===== src/rtl/shra_pkg.sv =====
// Shared types and constants for the sample history ring with aggregate query.
// Holds the controller states, the aggregate mode codes, the register indexes and
// the command and status structs between the controller and the datapath. It has no dependencies.
package shra_pkg;

    localparam int DEPTH_DEF       = 64;
    localparam int SAMPLE_BITS_DEF = 32;

    localparam int VALUE_BITS     = 32;
    localparam int SEQ_BITS       = 32;
    localparam int HIST_LEN_BITS  = 7;
    localparam int MODE_BITS      = 2;
    localparam int CFG_INDEX_BITS = 1;
    localparam int CFG_DATA_BITS  = 7;

    localparam logic [CFG_INDEX_BITS-1:0] REG_HISTORY_LENGTH = 1'd0;
    localparam logic [CFG_INDEX_BITS-1:0] REG_AGGREGATE_MODE = 1'd1;

    localparam logic FUNC_PUT   = 1'b0;
    localparam logic FUNC_QUERY = 1'b1;

    typedef enum logic [MODE_BITS-1:0] {
        MODE_ALL = 2'd0,
        MODE_AVG = 2'd1,
        MODE_MIN = 2'd2,
        MODE_MAX = 2'd3
    } agg_mode_t;

    typedef enum logic [2:0] {
        ST_IDLE,
        ST_READ,
        ST_ACCUM,
        ST_EMIT,
        ST_DIV_GO,
        ST_DIV,
        ST_EMIT_AGG,
        ST_EMPTY
    } state_t;

    typedef struct packed {
        logic store_put;
        logic query_start;
        logic rd_issue;
        logic accum;
        logic ptr_advance;
        logic div_start;
        logic load_list;
        logic load_agg;
        logic load_empty;
    } dp_cmd_t;

    typedef struct packed {
        logic      held_zero;
        logic      last_entry;
        logic      div_done;
        logic      out_free;
        agg_mode_t mode;
    } dp_status_t;

endpackage


===== src/rtl/shra_div.sv =====
// Restoring divider, one quotient bit per cycle, used for the history average.
// Depends on shra_pkg for the divisor width.
module shra_div #(
    parameter int SUM_BITS = 39
) (
    input  logic                               aclk,
    input  logic                               aresetn,
    input  logic                               start,
    input  logic [SUM_BITS-1:0]                dividend,
    input  logic [shra_pkg::HIST_LEN_BITS-1:0] divisor,
    output logic [SUM_BITS-1:0]                quotient,
    output logic                               done
);
    import shra_pkg::*;

    localparam int STEP_BITS = (SUM_BITS > 1) ? $clog2(SUM_BITS) : 1;
    localparam logic [STEP_BITS-1:0] LAST_STEP = STEP_BITS'(SUM_BITS - 1);

    logic                     busy_reg, busy_next;
    logic                     done_reg, done_next;
    logic [STEP_BITS-1:0]     step_reg, step_next;
    logic [SUM_BITS-1:0]      quo_reg, quo_next;
    logic [HIST_LEN_BITS-1:0] rem_reg, rem_next;
    logic [HIST_LEN_BITS:0]   rem_shift;
    logic [HIST_LEN_BITS:0]   rem_diff;
    logic                     fits;

    assign rem_shift = {rem_reg, quo_reg[SUM_BITS-1]};
    assign fits      = rem_shift >= {1'b0, divisor};
    assign rem_diff  = rem_shift - {1'b0, divisor};

    always_comb begin
        busy_next = busy_reg;
        done_next = 1'b0;
        step_next = step_reg;
        quo_next  = quo_reg;
        rem_next  = rem_reg;
        if (start) begin
            busy_next = 1'b1;
            step_next = '0;
            quo_next  = dividend;
            rem_next  = '0;
        end else if (busy_reg) begin
            quo_next  = {quo_reg[SUM_BITS-2:0], fits};
            rem_next  = fits ? rem_diff[HIST_LEN_BITS-1:0] : rem_shift[HIST_LEN_BITS-1:0];
            step_next = step_reg + 1'b1;
            if (step_reg == LAST_STEP) begin
                busy_next = 1'b0;
                done_next = 1'b1;
            end
        end
    end

    always_ff @(posedge aclk) begin
        if (!aresetn) begin
            busy_reg <= 1'b0;
            done_reg <= 1'b0;
            step_reg <= '0;
        end else begin
            busy_reg <= busy_next;
            done_reg <= done_next;
            step_reg <= step_next;
        end
        quo_reg <= quo_next;
        rem_reg <= rem_next;
    end

    assign quotient = quo_reg;
    assign done     = done_reg;

endmodule


===== src/rtl/shra_dp.sv =====
// Datapath: registers, ring memory, read pointer, accumulators and output register.
// Depends on shra_pkg and instantiates shra_div for the average.
module shra_dp #(
    parameter int DEPTH       = shra_pkg::DEPTH_DEF,
    parameter int SAMPLE_BITS = shra_pkg::SAMPLE_BITS_DEF
) (
    input  logic                                aclk,
    input  logic                                aresetn,
    input  logic                                cfg_wr_en,
    input  logic [shra_pkg::CFG_INDEX_BITS-1:0] cfg_wr_index,
    input  logic [shra_pkg::CFG_DATA_BITS-1:0]  cfg_wr_data,
    input  logic [shra_pkg::VALUE_BITS-1:0]     s_sample,
    input  logic                                m_ready,
    output logic                                m_valid,
    output logic [shra_pkg::VALUE_BITS-1:0]     m_value,
    output logic [shra_pkg::SEQ_BITS-1:0]       m_first_seq,
    output logic [shra_pkg::HIST_LEN_BITS-1:0]  m_held_count,
    output logic                                m_last,
    input  shra_pkg::dp_cmd_t                   cmd,
    output shra_pkg::dp_status_t                status
);
    import shra_pkg::*;

    localparam int IDX_BITS = (DEPTH > 1) ? $clog2(DEPTH) : 1;
    localparam int SUM_BITS = SAMPLE_BITS + HIST_LEN_BITS;
    localparam logic [HIST_LEN_BITS-1:0] DEPTH_L = HIST_LEN_BITS'(DEPTH);

    // configuration and store state
    logic [HIST_LEN_BITS-1:0] hist_len_reg;
    agg_mode_t                mode_reg;
    logic [IDX_BITS-1:0]      wi_reg, wi_next;
    logic                     wrapped_reg, wrapped_next;
    logic [SEQ_BITS-1:0]      seq_reg, seq_next;

    // query walk state
    logic [IDX_BITS-1:0]      rp_reg, rp_next;
    logic [HIST_LEN_BITS-1:0] k_reg, k_next;
    logic [HIST_LEN_BITS-1:0] held_reg;
    logic [SEQ_BITS-1:0]      fs_reg;
    logic [SUM_BITS-1:0]      sum_reg;
    logic [SAMPLE_BITS-1:0]   min_reg, max_reg;

    logic [SAMPLE_BITS-1:0]   mem [DEPTH];
    logic [SAMPLE_BITS-1:0]   mem_q;

    logic                     m_valid_reg;
    logic [VALUE_BITS-1:0]    m_value_reg;
    logic [SEQ_BITS-1:0]      m_fs_reg;
    logic [HIST_LEN_BITS-1:0] m_held_reg;
    logic                     m_last_reg;

    logic [HIST_LEN_BITS-1:0] len;
    logic [HIST_LEN_BITS-1:0] wi_ext, wi_inc, rp_inc, held_now;
    logic [SAMPLE_BITS+VALUE_BITS-1:0] samp_ext;
    logic [SAMPLE_BITS-1:0]   wdata;
    logic [VALUE_BITS+SAMPLE_BITS-1:0] mem_ext, min_ext, max_ext;
    logic [VALUE_BITS+SUM_BITS-1:0]    quo_ext;
    logic [SUM_BITS-1:0]      quotient;
    logic                     div_done;
    logic                     last_entry;
    logic [VALUE_BITS-1:0]    agg_value;

    assign len      = (hist_len_reg > DEPTH_L) ? DEPTH_L : hist_len_reg;
    assign wi_ext   = HIST_LEN_BITS'(wi_reg);
    assign wi_inc   = wi_ext + 1'b1;
    assign rp_inc   = HIST_LEN_BITS'(rp_reg) + 1'b1;
    assign held_now = wrapped_reg ? len : wi_ext;

    assign samp_ext = {{SAMPLE_BITS{1'b0}}, s_sample};
    assign wdata    = samp_ext[SAMPLE_BITS-1:0];
    assign mem_ext  = {{VALUE_BITS{1'b0}}, mem_q};
    assign min_ext  = {{VALUE_BITS{1'b0}}, min_reg};
    assign max_ext  = {{VALUE_BITS{1'b0}}, max_reg};
    assign quo_ext  = {{VALUE_BITS{1'b0}}, quotient};

    assign last_entry = (k_reg == held_reg - 1'b1);

    // store state: a length write clears the ring bookkeeping
    always_comb begin
        wi_next      = wi_reg;
        wrapped_next = wrapped_reg;
        seq_next     = seq_reg;
        if (cfg_wr_en && cfg_wr_index == REG_HISTORY_LENGTH) begin
            wi_next      = '0;
            wrapped_next = 1'b0;
            seq_next     = '0;
        end else if (cmd.store_put && len != '0) begin
            seq_next = seq_reg + 1'b1;
            if (wi_inc >= len) begin
                wi_next      = '0;
                wrapped_next = 1'b1;
            end else begin
                wi_next = wi_inc[IDX_BITS-1:0];
            end
        end
    end

    always_ff @(posedge aclk) begin
        if (!aresetn) begin
            hist_len_reg <= '0;
            mode_reg     <= MODE_ALL;
            wi_reg       <= '0;
            wrapped_reg  <= 1'b0;
            seq_reg      <= '0;
        end else begin
            if (cfg_wr_en && cfg_wr_index == REG_HISTORY_LENGTH) begin
                hist_len_reg <= cfg_wr_data;
            end
            if (cfg_wr_en && cfg_wr_index == REG_AGGREGATE_MODE) begin
                mode_reg <= agg_mode_t'(cfg_wr_data[MODE_BITS-1:0]);
            end
            wi_reg      <= wi_next;
            wrapped_reg <= wrapped_next;
            seq_reg     <= seq_next;
        end
    end

    // ring memory, registered read
    always_ff @(posedge aclk) begin
        if (cmd.store_put && len != '0) begin
            mem[wi_reg] <= wdata;
        end
        if (cmd.rd_issue) begin
            mem_q <= mem[rp_reg];
        end
    end

    // read pointer and entry counter
    always_comb begin
        rp_next = rp_reg;
        k_next  = k_reg;
        if (cmd.query_start) begin
            rp_next = wrapped_reg ? wi_reg : '0;
            k_next  = '0;
        end else if (cmd.ptr_advance) begin
            rp_next = (rp_inc >= len) ? '0 : rp_inc[IDX_BITS-1:0];
            k_next  = k_reg + 1'b1;
        end
    end

    always_ff @(posedge aclk) begin
        rp_reg <= rp_next;
        k_reg  <= k_next;
        if (cmd.query_start) begin
            held_reg <= held_now;
            fs_reg   <= seq_reg - SEQ_BITS'(held_now);
        end
        if (cmd.accum) begin
            if (k_reg == '0) begin
                sum_reg <= SUM_BITS'(mem_q);
                min_reg <= mem_q;
                max_reg <= mem_q;
            end else begin
                sum_reg <= sum_reg + SUM_BITS'(mem_q);
                if (mem_q < min_reg) begin
                    min_reg <= mem_q;
                end
                if (mem_q > max_reg) begin
                    max_reg <= mem_q;
                end
            end
        end
    end

    shra_div #(
        .SUM_BITS(SUM_BITS)
    ) u_div (
        .aclk    (aclk),
        .aresetn (aresetn),
        .start   (cmd.div_start),
        .dividend(sum_reg),
        .divisor (held_reg),
        .quotient(quotient),
        .done    (div_done)
    );

    always_comb begin
        case (mode_reg)
            MODE_AVG: agg_value = quo_ext[VALUE_BITS-1:0];
            MODE_MIN: agg_value = min_ext[VALUE_BITS-1:0];
            MODE_MAX: agg_value = max_ext[VALUE_BITS-1:0];
            default:  agg_value = mem_ext[VALUE_BITS-1:0];
        endcase
    end

    // output register: holds one result until taken
    always_ff @(posedge aclk) begin
        if (!aresetn) begin
            m_valid_reg <= 1'b0;
        end else if (cmd.load_list || cmd.load_agg || cmd.load_empty) begin
            m_valid_reg <= 1'b1;
        end else if (m_ready) begin
            m_valid_reg <= 1'b0;
        end
        if (cmd.load_list) begin
            m_value_reg <= mem_ext[VALUE_BITS-1:0];
            m_fs_reg    <= fs_reg;
            m_held_reg  <= held_reg;
            m_last_reg  <= last_entry;
        end else if (cmd.load_agg) begin
            m_value_reg <= agg_value;
            m_fs_reg    <= fs_reg;
            m_held_reg  <= HIST_LEN_BITS'(1);
            m_last_reg  <= 1'b1;
        end else if (cmd.load_empty) begin
            m_value_reg <= '0;
            m_fs_reg    <= fs_reg;
            m_held_reg  <= '0;
            m_last_reg  <= 1'b1;
        end
    end

    assign m_valid      = m_valid_reg;
    assign m_value      = m_value_reg;
    assign m_first_seq  = m_fs_reg;
    assign m_held_count = m_held_reg;
    assign m_last       = m_last_reg;

    assign status.held_zero  = (held_now == '0);
    assign status.last_entry = last_entry;
    assign status.div_done   = div_done;
    assign status.out_free   = !m_valid_reg || m_ready;
    assign status.mode       = mode_reg;

endmodule


===== src/rtl/shra_ctrl.sv =====
// Controller state machine: sequences puts, the query walk, the divide and result loads.
// Depends on shra_pkg for states and the command and status structs.
module shra_ctrl (
    input  logic                 aclk,
    input  logic                 aresetn,
    input  logic                 s_valid,
    input  logic                 s_func,
    output logic                 s_ready,
    input  shra_pkg::dp_status_t status,
    output shra_pkg::dp_cmd_t    cmd
);
    import shra_pkg::*;

    state_t state_reg, state_next;
    logic   accept;

    assign accept = s_valid && (state_reg == ST_IDLE);

    always_ff @(posedge aclk) begin
        if (!aresetn) begin
            state_reg <= ST_IDLE;
        end else begin
            state_reg <= state_next;
        end
    end

    always_comb begin
        state_next = state_reg;
        cmd        = '0;
        s_ready    = 1'b0;
        case (state_reg)
            ST_IDLE: begin
                s_ready = 1'b1;
                if (accept && s_func == FUNC_PUT) begin
                    cmd.store_put = 1'b1;
                end else if (accept) begin
                    cmd.query_start = 1'b1;
                    state_next = status.held_zero ? ST_EMPTY : ST_READ;
                end
            end
            ST_READ: begin
                cmd.rd_issue = 1'b1;
                state_next   = ST_ACCUM;
            end
            ST_ACCUM: begin
                if (status.mode == MODE_ALL) begin
                    state_next = ST_EMIT;
                end else begin
                    cmd.accum = 1'b1;
                    if (!status.last_entry) begin
                        cmd.ptr_advance = 1'b1;
                        state_next      = ST_READ;
                    end else if (status.mode == MODE_AVG) begin
                        state_next = ST_DIV_GO;
                    end else begin
                        state_next = ST_EMIT_AGG;
                    end
                end
            end
            ST_EMIT: begin
                if (status.out_free) begin
                    cmd.load_list = 1'b1;
                    if (status.last_entry) begin
                        state_next = ST_IDLE;
                    end else begin
                        cmd.ptr_advance = 1'b1;
                        state_next      = ST_READ;
                    end
                end
            end
            ST_DIV_GO: begin
                cmd.div_start = 1'b1;
                state_next    = ST_DIV;
            end
            ST_DIV: begin
                if (status.div_done) begin
                    state_next = ST_EMIT_AGG;
                end
            end
            ST_EMIT_AGG: begin
                if (status.out_free) begin
                    cmd.load_agg = 1'b1;
                    state_next   = ST_IDLE;
                end
            end
            ST_EMPTY: begin
                if (status.out_free) begin
                    cmd.load_empty = 1'b1;
                    state_next     = ST_IDLE;
                end
            end
            default: begin
                state_next = ST_IDLE;
            end
        endcase
    end

endmodule


===== src/rtl/sample_history_ring_aggregate.sv =====
// Top level of the sample history ring with min, max and average query.
// Depends on shra_pkg and instantiates shra_ctrl and shra_dp (which holds shra_div).
//
//   channel  direction  handshake           payload
//   cfg      in         cfg_wr_en           cfg_wr_index, cfg_wr_data
//   s        in         s_valid / s_ready   s_func, s_sample
//   m        out        m_valid / m_ready   m_value, m_first_seq, m_held_count, m_last
//
// Sequencing: a put is stored when it is accepted; a query walks the held entries
// through the ring's registered read port, emitting each one when listing or
// accumulating it for an aggregate; an average then runs the bit-serial divide, and
// the block loads an aggregate or empty result.
// Reset: synchronous, active low; clears the control state, the ring bookkeeping and the
// sequence count. The ring memory itself is not cleared; only written entries are read.
// Stalls: s_ready is low while a query is in progress; a held result in the output
// register does not block a put or the start of the next query.
module sample_history_ring_aggregate #(
    parameter int DEPTH       = shra_pkg::DEPTH_DEF,
    parameter int SAMPLE_BITS = shra_pkg::SAMPLE_BITS_DEF
) (
    input  logic                                aclk,
    input  logic                                aresetn,
    input  logic                                cfg_wr_en,
    input  logic [shra_pkg::CFG_INDEX_BITS-1:0] cfg_wr_index,
    input  logic [shra_pkg::CFG_DATA_BITS-1:0]  cfg_wr_data,
    input  logic                                s_valid,
    output logic                                s_ready,
    input  logic                                s_func,
    input  logic [shra_pkg::VALUE_BITS-1:0]     s_sample,
    output logic                                m_valid,
    input  logic                                m_ready,
    output logic [shra_pkg::VALUE_BITS-1:0]     m_value,
    output logic [shra_pkg::SEQ_BITS-1:0]       m_first_seq,
    output logic [shra_pkg::HIST_LEN_BITS-1:0]  m_held_count,
    output logic                                m_last
);
    import shra_pkg::*;

    // command and status between the sequencer and the datapath
    dp_cmd_t    cmd;
    dp_status_t status;

    shra_ctrl u_ctrl (
        .aclk   (aclk),
        .aresetn(aresetn),
        .s_valid(s_valid),
        .s_func (s_func),
        .s_ready(s_ready),
        .status (status),
        .cmd    (cmd)
    );

    // ring store, walk pointer, accumulators, divider and output register
    shra_dp #(
        .DEPTH      (DEPTH),
        .SAMPLE_BITS(SAMPLE_BITS)
    ) u_dp (
        .aclk        (aclk),
        .aresetn     (aresetn),
        .cfg_wr_en   (cfg_wr_en),
        .cfg_wr_index(cfg_wr_index),
        .cfg_wr_data (cfg_wr_data),
        .s_sample    (s_sample),
        .m_ready     (m_ready),
        .m_valid     (m_valid),
        .m_value     (m_value),
        .m_first_seq (m_first_seq),
        .m_held_count(m_held_count),
        .m_last      (m_last),
        .cmd         (cmd),
        .status      (status)
    );

endmodule


===== config.mk =====
export PLATFORM = sky130hd
export DESIGN_NAME = sample_history_ring_aggregate
export DESIGN_NICKNAME = d
export VERILOG_FILES = /design/src/rtl/shra_pkg.sv /design/src/rtl/shra_div.sv /design/src/rtl/shra_dp.sv /design/src/rtl/shra_ctrl.sv /design/src/rtl/sample_history_ring_aggregate.sv
export SDC_FILE = /design/constraint.sdc
export NUM_CORES = 2
export LEC_CHECK = 0
export ABC_CLOCK_PERIOD_IN_PS = 6800
export BUFFER_PORTS_ARGS = -buffer_cell sky130_fd_sc_hd__buf_2
export CAP_MARGIN = 10
export CORE_UTILIZATION = 63
export CTS_CLUSTER_SIZE = 10
export DETAILED_ROUTE_END_ITERATION = 8
export HOLD_SLACK_MARGIN = 0.03
export PLACE_DENSITY = 0.8
export SLEW_MARGIN = 30
export SYNTH_ARGS = -nofsm -noshare
export SYNTH_HDL_FRONTEND = slang
export SYNTH_SLANG_ARGS = --single-unit

===== constraint.sdc =====
create_clock -name aclk -period 6.8 [get_ports aclk]
set_input_delay 0.34 -clock aclk [delete_from_list [all_inputs] [get_ports aclk]]
set_output_delay 0.34 -clock aclk [all_outputs]
set_load 0.01 [all_outputs]

==> metrics.md <==
| Metric | Value |
|---|---|
| Crit path launch type | `flop` |
| Unrepaired setup endpoints after global routing | `no` |
| Initial antenna violation count | `19` |
| Number of vias per cell | `slightly above 7` |
| Crit path to | `u_dp.mem_q[13]$_DFFE_PP_` |
| Post-route minimum period | `4.12 ns` |
| Cells after Synth | `4796` |
| Num rows | `143` |
| Number of buffers created by CTS | `about 290` |
| Achievable Freq | `243 MHz` |
| Detailed router's first-iteration violation count | `6901` |
| Top fanout value on the critical path | `55` |
| Cell types with the largest area share after synthesis | `edfxtp_1 72%, mux4_2 16%, ha_1 1.7%` |
| Flop and latch count out of synthesis | `2413` |
| Total track usage | `0.340` |
| Flip-flop count of the largest register, all copies and words added | `2048` |
| Number of slew-limit violations in the final report | `0` |
| Total routed wirelength | `261000 um` |
| Sequential standard cell area | `around 72000 um2` |
| Worst reg-to-reg path cell count | `5` |
| Number of global-route vias before repair | `52400` |
| Top_reg_cell synth | `edfxtp_1` |
| Cell depth of the worst min-delay path | `1` |
| Total number of nets in the final design | `5344` |
| Result of the run | `completed` |
| Mean area per synthesized cell | `20.2 um2` |
| Most used standard cell by instance count after synthesis | `edfxtp_1` |
| CTS H-Tree Depth | `5` |
| Maximum count of clock buffers along a single path | `4` |
| Maximum number of pins on one net before global-route repair | `~150` |
| Worst-skew pair later-pin latency | `around 0.91 ns` |
| Startpoint of the worst-slack reg-to-reg timing path | `u_dp.rp_reg[0]$_DFFE_PP_` |
| Total number of vias | `51700` |
| Worst slew slack as a fraction of its limit | `0.298` |
| Multi-input gate area in the final layout | `24400 um2` |
| Transition time of the tightest slew-check pin | `1.05 ns` |
| Top cell type by total area after synthesis | `edfxtp_1` |
| Standby leakage power | `35.6 nW` |
| Worst Setup SP | `u_dp.rp_reg[0]$_DFFE_PP_` |
| Worst stage delay on the critical path | `1.00 ns` |
| Height of the die | `394 um` |
| Die extent in x | `394 um` |
| Clock edge transition at the registers on the reported setup and hold paths | `roughly 0.060 ns` |
| Placer Congestion | `0.875` |
| CP arrival | `4.68 ns` |
| Syn. warnings | `0` |
| Cell-by-cell trace of the critical path | `buf_12 > buf_16 > mux4_2 > mux4_2 > mux4_2` |
| Overflow after GRT | `0` |
| Unique cell type count in the Yosys netlist | `slightly below 80` |
| Post-synth top cells | `2339 x edfxtp_1, 672 x mux4_2, 256 x nand2_1` |
| Area of the die | `155000 um2` |
| Area fraction of the dominant cell type after synthesis | `0.725` |
| End of the worst register-to-register path | `u_dp.mem_q[13]$_DFFE_PP_` |
| Proportion of register bits with asynchronous set or reset after synthesis | `0` |
| Family of cells with the greatest summed delay on the critical path | `multiplexers` |
| Slowest cell on the critical path | `edfxtp_1` |
| Layout filler cell count | `8364` |
| First-pass GRT wire length | `372000 um` |
| Peak supply drop | `0.335 mV` |
| Total of endpoints with negative setup slack in the final report | `0` |
| Final Hold Viols | `0` |
| Crit path required time | `7.36 ns` |
| Combinational fraction of design power | `0.215` |
| Netlist area before placement | `96900 um2` |
| Share of the cycle needed by the critical path after routing | `0.606` |
| Clock root cell | `clkbuf_16` |
| P_int | `roughly 29 mW` |
| Clock power share | `0.339` |
| Number of flops mapped to enable cells by yosys | `2339` |
| Detail-routed net length per standard cell | `~36 um` |
| Most frequent cell on the critical path | `mux4_2` |
| Number of ports placed on the die boundary | `120` |
| CTS tree | `done` |
| Worst hold slack | `about 0.036 ns` |
| Buffering stage count on the worst path with inverters included | `2` |
| Count of input and output buffers | `approximately 120` |
| Count of clock tree sinks | `2413` |
| Setup Total Neg Slack | `0 ns` |
| Min-Delay Path Class | `input port to flop` |
| Detailed-routing iteration count for the pre-antenna-repair pass | `5` |
| Initial cell density of the core | `0.636` |
| Area growth from synthesis to layout | `12.8%` |
| Post-route antenna net violation count | `0` |
| Dpl hpwl | `139000 um` |
| Portion of total power attributed to sequential cells | `0.446` |
| Post-detailed-route DRC marker count | `0` |
| Type of the worst setup path | `flop to flop` |
| R2r setup slk | `about 2.7 ns` |
| Layout Skew | `0.0781 ns` |
| Number of cells on the critical path | `5` |
| Power Dens Cells | `361 nW/um2` |
| Sequential share of the synthesized area | `0.740` |
| Fraction of power spent switching nets | `0.277` |
| Crit end category | `flop` |
| Total nets after synthesis | `4973` |
| Placeable core area | `152000 um2` |
| Sw Pwr | `10.9 mW` |
| Max-cap violation count | `0` |
| Fraction of layout instances using a drive strength above 1 | `0.257` |
[through the flow]
step | total power [mW] | area [um2] | util | setup WS (ns) | std cells
after global routing | 40.4 | 109000 | 0.718 | 2.60 | 7246
after detailed placement | 26.0 | 101000 | 0.664 | 2.45 | 6860
final | 39.4 | 109000 | 0.718 | 2.68 | 7249
after CTS | 39.4 | 109000 | 0.716 | 2.44 | 7230
after global placement | 25.8 | 101000 | 0.662 | 2.59 | 6847
after floorplan | 23.2 | 96900 | - | 0.718 | 4796
[worst min path at each step]
| stage | endpoint | slack [ns] | startpoint |
|---|---|---|---|
| after floorplan | u_dp.m_first_seq[0]$_DFFE_PP_ | 0.40 | u_dp.fs_reg[0]$_DFFE_PP_ |
| after global placement | u_dp.m_first_seq[29]$_DFFE_PP_ | 0.40 | u_dp.fs_reg[29]$_DFFE_PP_ |
| after detailed placement | u_dp.m_first_seq[13]$_DFFE_PP_ | 0.40 | u_dp.fs_reg[13]$_DFFE_PP_ |
| after CTS | u_dp.hist_len_reg[0]$_SDFFE_PN0P_ | 0.03 | cfg_wr_index |
| after global routing | u_dp.mem[55][31]$_DFFE_PP_ | 0.03 | s_sample[31] |
| final | u_dp.mem[55][31]$_DFFE_PP_ | 0.04 | s_sample[31] |
[metal layers]
| layer | up-vias | part of all wire | GRT usage |
|---|---|---|---|
| met5 | - | 0.00052 | 0 |
| met1 | 26600 | 0.34 | 0.442 |
| li1 | 20200 | - | - |
| met2 | 4067 | 0.49 | 0.549 |
| met4 | 18 | 0.054 | 0.163 |
| met3 | 770 | 0.11 | 0.0778 |
[cells in the final DEF, fill, tap and decap left out, types with 39 or more instances in the layout]
cell           instances
edfxtp_1            2339
mux4_2               672
clkbuf_16            298
nand2_1              255
nor2_1               165
buf_4                138
ha_1                 128
a21oi_1              117
inv_1                114
buf_2                103
dfxtp_1               73
xor2_1                67
nor2_4                67
o21ai_0               61
xnor2_1               47
a21o_1                44
nand3_1               40
mux2i_1               39
dlygate4sd3_1         39
[layout make-up]
class	count	share of cell area
diodes	9	0.000206
multi-input cells	2038	0.223
repair buffers	305	0.0229
clock inverters	10	0.000653
clock buffers	328	0.0695
flip-flops and latches	2413	0.656
inverters	116	0.00399
well taps	2030	0.0232
[logic make-up after synthesis]
family	Yosys count	share of synthesized area
and+or+nand+nor	705	0.0330
xor gates and xnor gates	114	0.0103
buffers and inverters	345	0.0138
adders and majority gates	134	0.0175
DFF	2413	0.740
AOI/OAI and AO/OA	370	0.0244
muxes	715	0.161
[power by group through the flow]
stage	Clock [mW]	Combinational (mW)	Sequential, mW
4_1_cts	13.4	8.38	17.5
2_1_floorplan	0	5.53	17.6
3_5_place_dp	0	8.17	17.8
6_report	13.3	8.49	17.6
5_1_grt	13.9	8.92	17.6
3_3_place_gp	0	8.02	17.8
[repair_timing]
item,4_1_cts,5_1_grt
hold buffers,32,7
gates resized for setup,0,0
endpoints found under the hold margin,242,188
buffers inserted,0,0
endpoints found under the setup margin,0,0
Power figures use the tool's default switching activity.
